--- src/sv/san_pkg.sv ---
// Shared types, codes and constants of the smoke alarm network controller.
package san_pkg;

	localparam int CNT_W     = 16;
	localparam int MAX_WR    = 5;
	localparam int WR_IDX_W  = $clog2(MAX_WR);
	localparam int WR_CNT_W  = $clog2(MAX_WR + 1);
	localparam int CFG_DW    = 16;
	localparam int CFG_IW    = 2;

	localparam logic [15:0] ALARM_INTERVAL_RST = 16'd60;
	localparam logic [15:0] TEST_INTERVAL_RST  = 16'd60;
	localparam logic [7:0]  ALARM_DELAY_RST    = 8'd0;
	localparam logic [5:0]  SEND_FLAGS_RST     = 6'd0;

	typedef enum logic [CFG_IW-1:0] {
		CFG_ALARM_INTERVAL = 2'd0,
		CFG_TEST_INTERVAL  = 2'd1,
		CFG_ALARM_DELAY    = 2'd2,
		CFG_SEND_FLAGS     = 2'd3
	} cfg_reg_t;

	typedef enum logic [2:0] {
		MODE_ALARM_TG  = 3'd0,
		MODE_TEST_TG   = 3'd1,
		MODE_RESET_TG  = 3'd2,
		MODE_STATUS    = 3'd3,
		MODE_BUTTON    = 3'd4,
		MODE_SECOND    = 3'd5,
		MODE_MINUTE    = 3'd6
	} mode_t;

	typedef enum logic [2:0] {
		OBJ_NET_ALARM   = 3'd0,
		OBJ_STATUS      = 3'd1,
		OBJ_NET_TEST    = 3'd2,
		OBJ_TEST_STATUS = 3'd3,
		OBJ_DELAYED     = 3'd4,
		OBJ_RESET       = 3'd5
	} obj_t;

	typedef enum logic [1:0] {
		CMD_NONE  = 2'd0,
		CMD_ALARM = 2'd1,
		CMD_TEST  = 2'd2,
		CMD_STOP  = 2'd3
	} cmd_t;

	// bit positions in send_flags
	localparam int SF_DELAYED       = 0;
	localparam int SF_STATUS_PER    = 1;
	localparam int SF_NET_PER       = 2;
	localparam int SF_IDLE_STAT_PER = 3;
	localparam int SF_TEST_STAT_PER = 4;
	localparam int SF_TEST_NET_PER  = 5;

	typedef struct packed {
		logic [2:0] mode;
		logic       telegram_value;
		logic       local_alarm;
		logic       local_test;
		logic       bus_alarm;
		logic       bus_test;
	} in_item_t;

	typedef struct packed {
		logic       write_valid;
		logic [2:0] object_id;
		logic       object_value;
		logic       last;
		logic [1:0] device_command;
		logic       alarm_active;
	} out_item_t;

	// all writes of one event, handed from front to back
	typedef struct packed {
		logic [WR_CNT_W-1:0]      n;
		logic [MAX_WR-1:0][2:0]   ids;
		logic [MAX_WR-1:0]        vals;
		logic [1:0]               cmd;
		logic                     act;
	} job_t;

	function automatic job_t push_wr(job_t j, obj_t id, logic v);
		job_t r;
		r = j;
		if (r.n < WR_CNT_W'(MAX_WR)) begin
			r.ids[r.n[WR_IDX_W-1:0]]  = id;
			r.vals[r.n[WR_IDX_W-1:0]] = v;
			r.n = r.n + WR_CNT_W'(1);
		end
		return r;
	endfunction

endpackage

--- src/sv/san_front.sv ---
// Front part: configuration registers, event state and the write list of each event.
module san_front (
	input  logic                        clk,
	input  logic                        arst_n,
	input  logic                        in_valid,
	output logic                        in_stall,
	input  san_pkg::in_item_t           in_item,
	input  logic                        cfg_we,
	input  logic [san_pkg::CFG_IW-1:0]  cfg_index,
	input  logic [san_pkg::CFG_DW-1:0]  cfg_data,
	input  logic                        q_full,
	output logic                        q_push,
	output san_pkg::job_t               q_job
);

	logic [15:0] alarm_interval_q, test_interval_q;
	logic [7:0]  alarm_delay_q;
	logic [5:0]  send_flags_q;

	logic own_alarm_q, own_test_q, remote_alarm_q, remote_test_q;
	logic wanted_alarm_q, wanted_test_q, ignore_remote_q, delayed_sent_q;
	logic [7:0] delay_count_q;
	logic [san_pkg::CNT_W-1:0] network_count_q, status_count_q, test_count_q;

	logic own_alarm_d, own_test_d, remote_alarm_d, remote_test_d;
	logic wanted_alarm_d, wanted_test_d, ignore_remote_d, delayed_sent_d;
	logic [7:0] delay_count_d;
	logic [san_pkg::CNT_W-1:0] network_count_d, status_count_d, test_count_d;
	logic [san_pkg::CNT_W-1:0] alarm_reload, test_reload;
	san_pkg::job_t job;
	logic accept;

	assign in_stall     = q_full;
	assign accept       = in_valid && !q_full;
	assign q_push       = accept;
	assign q_job        = job;
	assign alarm_reload = san_pkg::CNT_W'(alarm_interval_q);
	assign test_reload  = san_pkg::CNT_W'(test_interval_q);

	always_comb begin
		own_alarm_d     = own_alarm_q;
		own_test_d      = own_test_q;
		remote_alarm_d  = remote_alarm_q;
		remote_test_d   = remote_test_q;
		wanted_alarm_d  = wanted_alarm_q;
		wanted_test_d   = wanted_test_q;
		ignore_remote_d = ignore_remote_q;
		delayed_sent_d  = delayed_sent_q;
		delay_count_d   = delay_count_q;
		network_count_d = network_count_q;
		status_count_d  = status_count_q;
		test_count_d    = test_count_q;
		job             = '0;

		case (in_item.mode)
			san_pkg::MODE_ALARM_TG: begin
				wanted_alarm_d = in_item.telegram_value;
				if (!in_item.telegram_value && own_alarm_q && delay_count_q == 8'd0) begin
					network_count_d = alarm_reload;
					job = san_pkg::push_wr(job, san_pkg::OBJ_NET_ALARM, own_alarm_q);
				end
				if (ignore_remote_q) wanted_alarm_d = 1'b0;
			end
			san_pkg::MODE_TEST_TG: begin
				wanted_test_d = in_item.telegram_value;
				if (!in_item.telegram_value && own_test_q)
					job = san_pkg::push_wr(job, san_pkg::OBJ_NET_TEST, own_test_q);
				if (ignore_remote_q) wanted_test_d = 1'b0;
			end
			san_pkg::MODE_RESET_TG: begin
				wanted_alarm_d  = 1'b0;
				wanted_test_d   = 1'b0;
				ignore_remote_d = 1'b1;
			end
			san_pkg::MODE_STATUS: begin
				if (own_alarm_q != in_item.local_alarm) begin
					own_alarm_d = in_item.local_alarm;
					if (in_item.local_alarm && send_flags_q[san_pkg::SF_DELAYED]) begin
						delay_count_d = alarm_delay_q;
					end else begin
						delay_count_d = 8'd0;
					end
					if ((delay_count_d != 8'd0) != delayed_sent_d) begin
						delayed_sent_d = (delay_count_d != 8'd0);
						job = san_pkg::push_wr(job, san_pkg::OBJ_DELAYED, delayed_sent_d);
					end
					if (!(in_item.local_alarm && send_flags_q[san_pkg::SF_DELAYED])) begin
						network_count_d = alarm_reload;
						job = san_pkg::push_wr(job, san_pkg::OBJ_NET_ALARM, own_alarm_d);
					end
					status_count_d = alarm_reload;
					job = san_pkg::push_wr(job, san_pkg::OBJ_STATUS, own_alarm_d);
				end
				if (own_test_q != in_item.local_test) begin
					own_test_d = in_item.local_test;
					job = san_pkg::push_wr(job, san_pkg::OBJ_NET_TEST, own_test_d);
					test_count_d = test_reload;
					job = san_pkg::push_wr(job, san_pkg::OBJ_TEST_STATUS, own_test_d);
				end
				remote_alarm_d = in_item.bus_alarm;
				remote_test_d  = in_item.bus_test;
			end
			san_pkg::MODE_BUTTON: begin
				if (wanted_alarm_q) begin
					wanted_alarm_d = 1'b0;
					delay_count_d  = 8'd0;
					if (delayed_sent_q) begin
						delayed_sent_d = 1'b0;
						job = san_pkg::push_wr(job, san_pkg::OBJ_DELAYED, 1'b0);
					end
				end
				wanted_test_d = 1'b0;
			end
			san_pkg::MODE_SECOND: begin
				if (own_alarm_q) begin
					if (delay_count_q != 8'd0) begin
						delay_count_d = delay_count_q - 8'd1;
						if ((delay_count_d != 8'd0) != delayed_sent_q) begin
							delayed_sent_d = (delay_count_d != 8'd0);
							job = san_pkg::push_wr(job, san_pkg::OBJ_DELAYED, delayed_sent_d);
						end
						if (delay_count_d == 8'd0) begin
							network_count_d = alarm_reload;
							job = san_pkg::push_wr(job, san_pkg::OBJ_NET_ALARM, own_alarm_q);
						end
					end else if (send_flags_q[san_pkg::SF_STATUS_PER]) begin
						status_count_d = status_count_q - san_pkg::CNT_W'(1);
						if (status_count_d == '0) begin
							status_count_d = alarm_reload;
							job = san_pkg::push_wr(job, san_pkg::OBJ_STATUS, own_alarm_q);
						end
						if (send_flags_q[san_pkg::SF_NET_PER]) begin
							network_count_d = network_count_q - san_pkg::CNT_W'(1);
							if (network_count_d == '0) begin
								network_count_d = alarm_reload;
								job = san_pkg::push_wr(job, san_pkg::OBJ_NET_ALARM,
									own_alarm_q);
							end
						end
					end
				end else if (send_flags_q[san_pkg::SF_IDLE_STAT_PER]) begin
					status_count_d = status_count_q - san_pkg::CNT_W'(1);
					if (status_count_d == '0) begin
						status_count_d = alarm_reload;
						job = san_pkg::push_wr(job, san_pkg::OBJ_STATUS, own_alarm_q);
					end
				end
				if (own_test_q && send_flags_q[san_pkg::SF_TEST_STAT_PER]) begin
					test_count_d = test_count_q - san_pkg::CNT_W'(1);
					if (test_count_d == '0) begin
						if (send_flags_q[san_pkg::SF_TEST_NET_PER])
							job = san_pkg::push_wr(job, san_pkg::OBJ_NET_TEST, own_test_q);
						test_count_d = test_reload;
						job = san_pkg::push_wr(job, san_pkg::OBJ_TEST_STATUS, own_test_q);
					end
				end
			end
			san_pkg::MODE_MINUTE: begin
				if (ignore_remote_q && !(remote_alarm_q || remote_test_q)) begin
					ignore_remote_d = 1'b0;
					job = san_pkg::push_wr(job, san_pkg::OBJ_RESET, 1'b0);
				end
			end
			default: begin
			end
		endcase

		// detector command from the state after the event
		if (wanted_alarm_d) begin
			job.cmd = remote_alarm_d ? san_pkg::CMD_NONE : san_pkg::CMD_ALARM;
		end else if (wanted_test_d) begin
			job.cmd = remote_test_d ? san_pkg::CMD_NONE : san_pkg::CMD_TEST;
		end else if (remote_alarm_d || remote_test_d) begin
			job.cmd = san_pkg::CMD_STOP;
		end else begin
			job.cmd = san_pkg::CMD_NONE;
		end
		job.act = own_alarm_d || remote_alarm_d || own_test_d || remote_test_d;
	end

	always_ff @(posedge clk or negedge arst_n) begin
		if (!arst_n) begin
			alarm_interval_q <= san_pkg::ALARM_INTERVAL_RST;
			test_interval_q  <= san_pkg::TEST_INTERVAL_RST;
			alarm_delay_q    <= san_pkg::ALARM_DELAY_RST;
			send_flags_q     <= san_pkg::SEND_FLAGS_RST;
		end else if (cfg_we) begin
			case (cfg_index)
				san_pkg::CFG_ALARM_INTERVAL: alarm_interval_q <= cfg_data;
				san_pkg::CFG_TEST_INTERVAL:  test_interval_q  <= cfg_data;
				san_pkg::CFG_ALARM_DELAY:    alarm_delay_q    <= cfg_data[7:0];
				san_pkg::CFG_SEND_FLAGS:     send_flags_q     <= cfg_data[5:0];
				default: begin
				end
			endcase
		end
	end

	always_ff @(posedge clk or negedge arst_n) begin
		if (!arst_n) begin
			own_alarm_q     <= 1'b0;
			own_test_q      <= 1'b0;
			remote_alarm_q  <= 1'b0;
			remote_test_q   <= 1'b0;
			wanted_alarm_q  <= 1'b0;
			wanted_test_q   <= 1'b0;
			ignore_remote_q <= 1'b0;
			delayed_sent_q  <= 1'b0;
			delay_count_q   <= 8'd0;
			network_count_q <= san_pkg::CNT_W'(san_pkg::ALARM_INTERVAL_RST);
			status_count_q  <= san_pkg::CNT_W'(san_pkg::ALARM_INTERVAL_RST);
			test_count_q    <= san_pkg::CNT_W'(san_pkg::TEST_INTERVAL_RST);
		end else if (accept) begin
			own_alarm_q     <= own_alarm_d;
			own_test_q      <= own_test_d;
			remote_alarm_q  <= remote_alarm_d;
			remote_test_q   <= remote_test_d;
			wanted_alarm_q  <= wanted_alarm_d;
			wanted_test_q   <= wanted_test_d;
			ignore_remote_q <= ignore_remote_d;
			delayed_sent_q  <= delayed_sent_d;
			delay_count_q   <= delay_count_d;
			network_count_q <= network_count_d;
			status_count_q  <= status_count_d;
			test_count_q    <= test_count_d;
		end
	end

endmodule

--- src/sv/san_queue.sv ---
// Two-entry queue of event write lists between front and back.
module san_queue (
	input  logic          clk,
	input  logic          arst_n,
	input  logic          push,
	input  san_pkg::job_t push_job,
	input  logic          pop,
	output logic          full,
	output logic          head_valid,
	output san_pkg::job_t head_job
);

	san_pkg::job_t mem_q [2];
	logic       wr_ptr_q, rd_ptr_q;
	logic [1:0] count_q;
	logic       do_push, do_pop;

	assign full       = (count_q == 2'd2);
	assign head_valid = (count_q != 2'd0);
	assign head_job   = mem_q[rd_ptr_q];
	assign do_push    = push && !full;
	assign do_pop     = pop && head_valid;

	always_ff @(posedge clk) begin
		if (do_push) mem_q[wr_ptr_q] <= push_job;
	end

	always_ff @(posedge clk or negedge arst_n) begin
		if (!arst_n) begin
			wr_ptr_q <= 1'b0;
			rd_ptr_q <= 1'b0;
			count_q  <= 2'd0;
		end else begin
			if (do_push) wr_ptr_q <= !wr_ptr_q;
			if (do_pop)  rd_ptr_q <= !rd_ptr_q;
			case ({do_push, do_pop})
				2'b10:   count_q <= count_q + 2'd1;
				2'b01:   count_q <= count_q - 2'd1;
				default: count_q <= count_q;
			endcase
		end
	end

endmodule

--- src/sv/san_back.sv ---
// Back part: walks each write list and drives one result item per cycle while the output is not stalled.
module san_back (
	input  logic               clk,
	input  logic               arst_n,
	input  logic               head_valid,
	input  san_pkg::job_t      head_job,
	output logic               pop,
	output logic               out_valid,
	input  logic               out_stall,
	output san_pkg::out_item_t out_item
);

	logic [san_pkg::WR_IDX_W-1:0] idx_q;
	logic                         out_valid_q;
	san_pkg::out_item_t           out_q;
	san_pkg::out_item_t           next_item;
	logic                         load, is_last;

	assign load      = head_valid && (!out_valid_q || !out_stall);
	assign is_last   = (head_job.n == '0) ||
	                   (san_pkg::WR_CNT_W'(idx_q) + san_pkg::WR_CNT_W'(1) == head_job.n);
	assign pop       = load && is_last;
	assign out_valid = out_valid_q;
	assign out_item  = out_q;

	always_comb begin
		next_item                = '0;
		next_item.last           = is_last;
		next_item.device_command = head_job.cmd;
		next_item.alarm_active   = head_job.act;
		if (head_job.n != '0) begin
			next_item.write_valid  = 1'b1;
			next_item.object_id    = head_job.ids[idx_q];
			next_item.object_value = head_job.vals[idx_q];
		end
	end

	always_ff @(posedge clk) begin
		if (load) out_q <= next_item;
	end

	always_ff @(posedge clk or negedge arst_n) begin
		if (!arst_n) begin
			out_valid_q <= 1'b0;
			idx_q       <= '0;
		end else begin
			if (load) begin
				out_valid_q <= 1'b1;
				idx_q       <= is_last ? '0 : idx_q + san_pkg::WR_IDX_W'(1);
			end else if (!out_stall) begin
				out_valid_q <= 1'b0;
			end
		end
	end

endmodule

--- src/sv/smoke_alarm_network_controller.sv ---
// Top level of the smoke alarm network controller.
//
//   channel  direction  handshake             payload
//   in       input      in_valid / in_stall   in_item   (san_pkg::in_item_t)
//   out      output     out_valid / out_stall out_item  (san_pkg::out_item_t)
//   cfg      input      cfg_we                cfg_index, cfg_data
//
// An event is taken every cycle while the two-entry queue has room; its state
// update finishes in that cycle. Each event yields one to five result items,
// one per cycle from the output register while out_stall is low, so the output
// port sets the rate. The first result passes through the queue and then the
// output register before it is valid at the output. Reset clears all flags,
// loads the interval counters with 60 and empties the queue; no sweep follows.
// A stalled output holds its register and backs up through the queue to in_stall.
module smoke_alarm_network_controller (
	input  logic                        clk,
	input  logic                        arst_n,
	input  logic                        in_valid,
	output logic                        in_stall,
	input  san_pkg::in_item_t           in_item,
	output logic                        out_valid,
	input  logic                        out_stall,
	output san_pkg::out_item_t          out_item,
	input  logic                        cfg_we,
	input  logic [san_pkg::CFG_IW-1:0]  cfg_index,
	input  logic [san_pkg::CFG_DW-1:0]  cfg_data
);

	logic          q_full, q_push, q_pop, q_head_valid;
	san_pkg::job_t q_job, q_head_job;

	san_front u_front (
		.clk       (clk),
		.arst_n    (arst_n),
		.in_valid  (in_valid),
		.in_stall  (in_stall),
		.in_item   (in_item),
		.cfg_we    (cfg_we),
		.cfg_index (cfg_index),
		.cfg_data  (cfg_data),
		.q_full    (q_full),
		.q_push    (q_push),
		.q_job     (q_job)
	);

	san_queue u_queue (
		.clk        (clk),
		.arst_n     (arst_n),
		.push       (q_push),
		.push_job   (q_job),
		.pop        (q_pop),
		.full       (q_full),
		.head_valid (q_head_valid),
		.head_job   (q_head_job)
	);

	san_back u_back (
		.clk        (clk),
		.arst_n     (arst_n),
		.head_valid (q_head_valid),
		.head_job   (q_head_job),
		.pop        (q_pop),
		.out_valid  (out_valid),
		.out_stall  (out_stall),
		.out_item   (out_item)
	);

endmodule
--- config.mk ---
export PLATFORM = sky130hd
export DESIGN_NAME = smoke_alarm_network_controller
export DESIGN_NICKNAME = d
export VERILOG_FILES = /design/src/sv/san_pkg.sv /design/src/sv/san_front.sv /design/src/sv/san_queue.sv /design/src/sv/san_back.sv /design/src/sv/smoke_alarm_network_controller.sv
export SDC_FILE = /design/constraint.sdc
export NUM_CORES = 1
export LEC_CHECK = 0
export ABC_AREA = 1
export BUFFER_PORTS_ARGS = -buffer_cell sky130_fd_sc_hd__buf_2
export CORE_ASPECT_RATIO = 0.7
export CORE_MARGIN = 2
export CORE_UTILIZATION = 58
export DETAILED_ROUTE_END_ITERATION = 6
export PLACE_DENSITY = 0.76
export REMOVE_ABC_BUFFERS = 1
export SLEW_MARGIN = 40
export SYNTH_ARGS = -nofsm -noshare
export SYNTH_HDL_FRONTEND = slang
export SYNTH_SLANG_ARGS = --single-unit
--- constraint.sdc ---
create_clock -name clk -period 8.9 [get_ports clk]
set_input_delay 1.78 -clock clk [delete_from_list [all_inputs] [get_ports clk]]
set_output_delay 1.78 -clock clk [all_outputs]
set_load 0.1 [all_outputs]
Word-level counts from Yosys, hierarchy flattened --
Memory sizes are Yosys's and may differ from the RTL's. Cells that the tools add are included.
Word-level totals: register bits after elaboration 127, RAM bits 52, output and inout bits 11, memories 1
Operators by class: add/sub/neg operators 15, magnitude comparators 25, equality and inequality tests 35, muxes and demuxes 152, bitwise logic cells 21, reductions and logical operators 62
Memories:
- u_queue.mem_q | words 2, bits a word 26, read ports 1, clocked after Yosys merged registers in 0, wr ports 1, line san_queue.sv:13 | san_pkg::job_t mem_q [2];
Operator list (count):
- $mux 26 | 30
- $mux 16 | 18
- $mux 23 | 10
- $mux 24 | 8
- $pmux 26 s6 | 1
- $demux 3 s3 | 8
- $pmux 16 s2 | 2
- $mux 8 | 7
- $logic_not 16->1 | 3
- $pmux 16 s3 | 1
- $sub 16x1->16 const B | 3
- $and 15x15->15 | 3
- $not 15->15 | 3
- $bwmux 5 | 8
- $lt 3x4->1 const B | 9
- $and 10x10->10 | 3
- $mux 3 | 10
- $not 10->10 | 3
- $mux 1 | 28
- $add 3x1->3 const B | 9
- $demux 1 s3 | 8
- $ge 3x1->1 const B | 8
- $lt 3x3->1 const B | 8
- $pmux 8 s3 | 1
- other kinds (42) | 118

Longest topological paths before layout --
word-level depth 46, depth in mapped cells 32, depth with buffers taken out 32

Modules after synthesis --
A second synthesis with hierarchy kept.
Second synthesis, totals: cells, all modules 1422, area total of the unflattened synthesis 11111.9 um2
Modules (own cells, without submodules):
- san_front | instances 1, cells each 1160, area an instance 7996.4 um2
- san_queue | instances 1, cells each 167, area an instance 2366.0 um2
- san_back | instances 1, cells each 95, area an instance 749.5 um2

Worst setup path before layout --
OpenSTA, ideal clock, no wires.
path kind input port to flip-flop, from in in_item[3] in the netlist's numbering, to mem u_queue.mem_q[0][4] in the netlist's numbering, data pin, setup time 0.273 ns, data arrival time 4.259 ns, required time 8.627 ns, setup slack 4.368 ns, stages 15, path through nand2_1 > inv_1 > clkbuf_1 > o41ai_1 > nand2_1 > ha_1 > ha_1 > nor2_4 > ha_1 > inv_1 > nand2_1 > nor3_1 > a21oi_1 > o311ai_0 > nand3_1
RTL lines:
- start, declared | line smoke_alarm_network_controller.sv:20 | input san_pkg::in_item_t in_item,
- end, declared | line san_queue.sv:13

==> metrics.txt <==
CP Data Arrival Time 4.79 ns; Starting Density 59.40%; commonest cells after routing, fill and taps aside nand2_1 (294), inv_1 (165), nor2_1 (140), o21ai_0 (127), dfrtp_1 (98); Max-slew headroom 58.21%; leading cell type in the layout, fill and taps excluded nand2_1; total grt overflow 0; global routing usage summed across all routing layers 29.67%; Max Clock Freq 0.2161 GHz; vias post-DR 9004; half-perimeter wire length after placement 19.67 mm; net switching power 1.809 mW; weighted congestion at the end of routability-driven global placement 0.9828; share of the synthesized area in the top cell type 23.98%; cell area reported after detailed placement 10620 um^2; Critical R2R Launch u_front.network_count_q[0]; Layout Nets 1387; count of antenna-violating nets left after detailed routing 0; number of filler instances in the final layout 1474; gate count after technology mapping 1300; worst setup path start u_front.network_count_q[0]; combined area of all synthesized cells 10230 um^2; number of cells on the worst reg-to-reg path 25; post-layout min period 4.627 ns; register cell area after layout 4569 um^2; Logic pwr share 45.9%; Top Ports 42; CTS clk-pin slew, worst paths 0.07 ns; post-synthesis register bit count 171; Setup Skew 0.009795 ns; number of warnings printed during yosys synthesis 0; largest delay contributor family on the critical path simple AND/OR/NAND/NOR gates; Post-Route Utilization 65.33%; Static Leak 5.187 nW; Std-Cell Core Area 17220 um^2; placement row count 40; max_cap viols 0; number of diodes added for antenna fixing 0; EDFF count, synth 53; setup repair after global routing missed its margin false; number of global-route vias before repair 8066; DR iter-0 viols 995; most area-consuming cells after synthesis dfrtp_1 (24%), edfxtp_1 (16%), nand2_1 (11%); number of hold violations in the final report 0; share of async-settable or async-resettable flops after synthesis 69.01%; number of clock buffers inserted by TritonCTS 17; clock root cell clkbuf_16; average vias per placed instance 5.710; largest net degree at the start of global routing 61; run status completed; final max-slew violation count 0; internal power 2.095 mW; total power density per cell area 347.1 nW/um^2; number of distinct library cell variants in the gate-level netlist after synthesis 63; Pre-Repair DR Iteration Count 6; critical-path maximum fanout 5; maximum level of the CTS H-tree 4; power consumption 3.905 mW; height of the die 115.1 um; Fin Setup TNS 0 ns; fraction of final layout cells with drive strength greater than 1 12.85%; total of buffers placed on input and output ports 41; Worst Max-Slew Pin Slew 0.6254 ns; relative area change from synthesis to final layout 9.996%; global-route wire length before repair 43.19 mm; Post-route DRC 0; fraction of the cycle the final worst path needs 51.99%; fraction of power consumed by the clock network 20.0%; dominant cell type by area after synthesis dfrtp_1; worst path required time 9.07 ns; number of buffers added for setup after CTS 0; CP endpoint kind flop; number of resized instances in the post-cts repair step 0; floorplan die area 18730 um^2; Crit. path cell count 25; worst path buffer plus inverter count 5; Sw Ratio 46.34%; average cell area after synthesis 7.866 um^2; final cell count without fillers 1577; Crit Path Category reg -> reg; worst setup slack for register-to-register paths 4.27 ns; routed wire length 26.33 mm; startpoint types flop; slowest cell on the critical path dfrtp_1; CTS hold repair buffers 0; sequential element share of the synthesized area 44.68%; antenna violations before repair 0; path class of the lowest-slack min-delay path reg -> reg; Setup violations, final 0; Worst VDD drop 222.2 uV; max incr delay on CP 0.38 ns; clk_lat worst skew 0.44 ns; deepest clock path buffer count 2; final std cell area, no fill 11250 um^2; wire length per cell 16.69 um; TritonCTS clock tree built; multi-input logic area 4833 um^2; width of the chip 162.7 um; ys flop type dfrtp_1; total placed cells including tap cells 1545; capture point of the critical path u_queue.mem_q[0][25]; destination of the worst register-to-register timing path u_queue.mem_q[0][25]; share of power burned in registers 34.1%; total number of clock tree sinks 171
-- worst min-delay path: cells and delay by family (launching register included) --
kind,cells,cell delay (ns)
flops,1,0.35
compound gates,1,0.06
simple gates,1,0.05
-- flip-flops by register name (all words and copies together) (netlist names), 2 cells and up --
register,count
u_back.idx_q,3
u_back.out_item,9
u_front.alarm_delay_q,8
u_front.alarm_interval_q,16
u_front.delay_count_q,8
u_front.network_count_q,16
u_front.send_flags_q,6
u_front.status_count_q,16
u_front.test_count_q,16
u_front.test_interval_q,16
u_queue.count_q,2
u_queue.mem_q,44
-- cell families after synthesis --
| family | Yosys count | synth area share (%) |
|---|---|---|
| AOI/OAI and AO/OA | 278 | 15.53 |
| and+or+nand+nor | 582 | 25.72 |
| adders and majority gates | 23 | 2.814 |
| xor gates and xnor gates | 30 | 2.569 |
| DFF | 171 | 44.68 |
| muxes | 4 | 0.3915 |
| buffers and inverters | 212 | 8.296 |
-- cells in the mapped netlist, types with 5 or more instances --
library cell / number
nand4_1: 16
dfstp_2: 20
nand3_2: 5
o21ai_0: 127
xor2_1: 23
xnor2_1: 7
edfxtp_1: 53
nor4_1: 6
ha_1: 23
nand2_1: 295
o21ai_1: 29
dfrtp_1: 98
o22ai_1: 39
nand2_2: 7
nor2_1: 142
a21oi_1: 46
nor2_4: 8
nor2_2: 11
inv_2: 11
clkbuf_1: 21
inv_1: 165
buf_2: 6
nand3_1: 51
o211ai_1: 8
nor3_1: 16
-- how the worst min path moves through the flow --
stage	startpoint	to	slack [ns]	cells past startpoint
final	u_front.test_interval_q[8]	u_front.test_interval_q[8]	0.49	2
after global routing	u_front.alarm_interval_q[14]	u_front.alarm_interval_q[14]	0.51	2
after CTS	u_back.out_valid	u_back.out_valid	0.49	2
after detailed placement	u_front.test_interval_q[8]	u_front.test_interval_q[8]	0.47	2
after global placement	u_front.alarm_interval_q[6]	u_front.alarm_interval_q[6]	0.47	2
after floorplan	u_front.test_interval_q[10]	u_front.test_interval_q[10]	0.45	2
-- metrics by stage --
stage	hold slack (ns)	setup WS, ns
after floorplan	0.4479	4.316
after CTS	0.4925	4.379
after detailed placement	0.4739	3.937
after global routing	0.5116	4.014
final	0.4880	4.273
after global placement	0.4680	3.988
-- power by group through the flow --
stage          Clock, mW  Sequential (mW)  Combinational, mW
6_report           0.780             1.33               1.79
5_1_grt            0.823             1.37               2.01
4_1_cts            0.788             1.33               1.77
3_5_place_dp           0             1.34               1.76
3_3_place_gp           0             1.33               1.73
2_1_floorplan          0             1.46               1.20
-- per-layer routing --
layer  track usage, %  wire, um  share of wire, %  up-vias
met3            6.530      2116               8.0       22
met5                0         0                 0        -
met4            5.605       206              0.78        0
met2            40.73     10570                40      340
li1                 -         -                 -     4367
met1            47.83     13440                51     4275
-- layout make-up --
class,instances,area share [%]
Multi-Input combinational cell,917,42.97
Sequential cell,171,40.62
Inverter,176,5.873
Clock buffer,18,3.904
Tap cell,231,2.570
Timing Repair Buffer,50,2.514
Clock inverter,14,1.546
(Power assumes the default switching activity.)
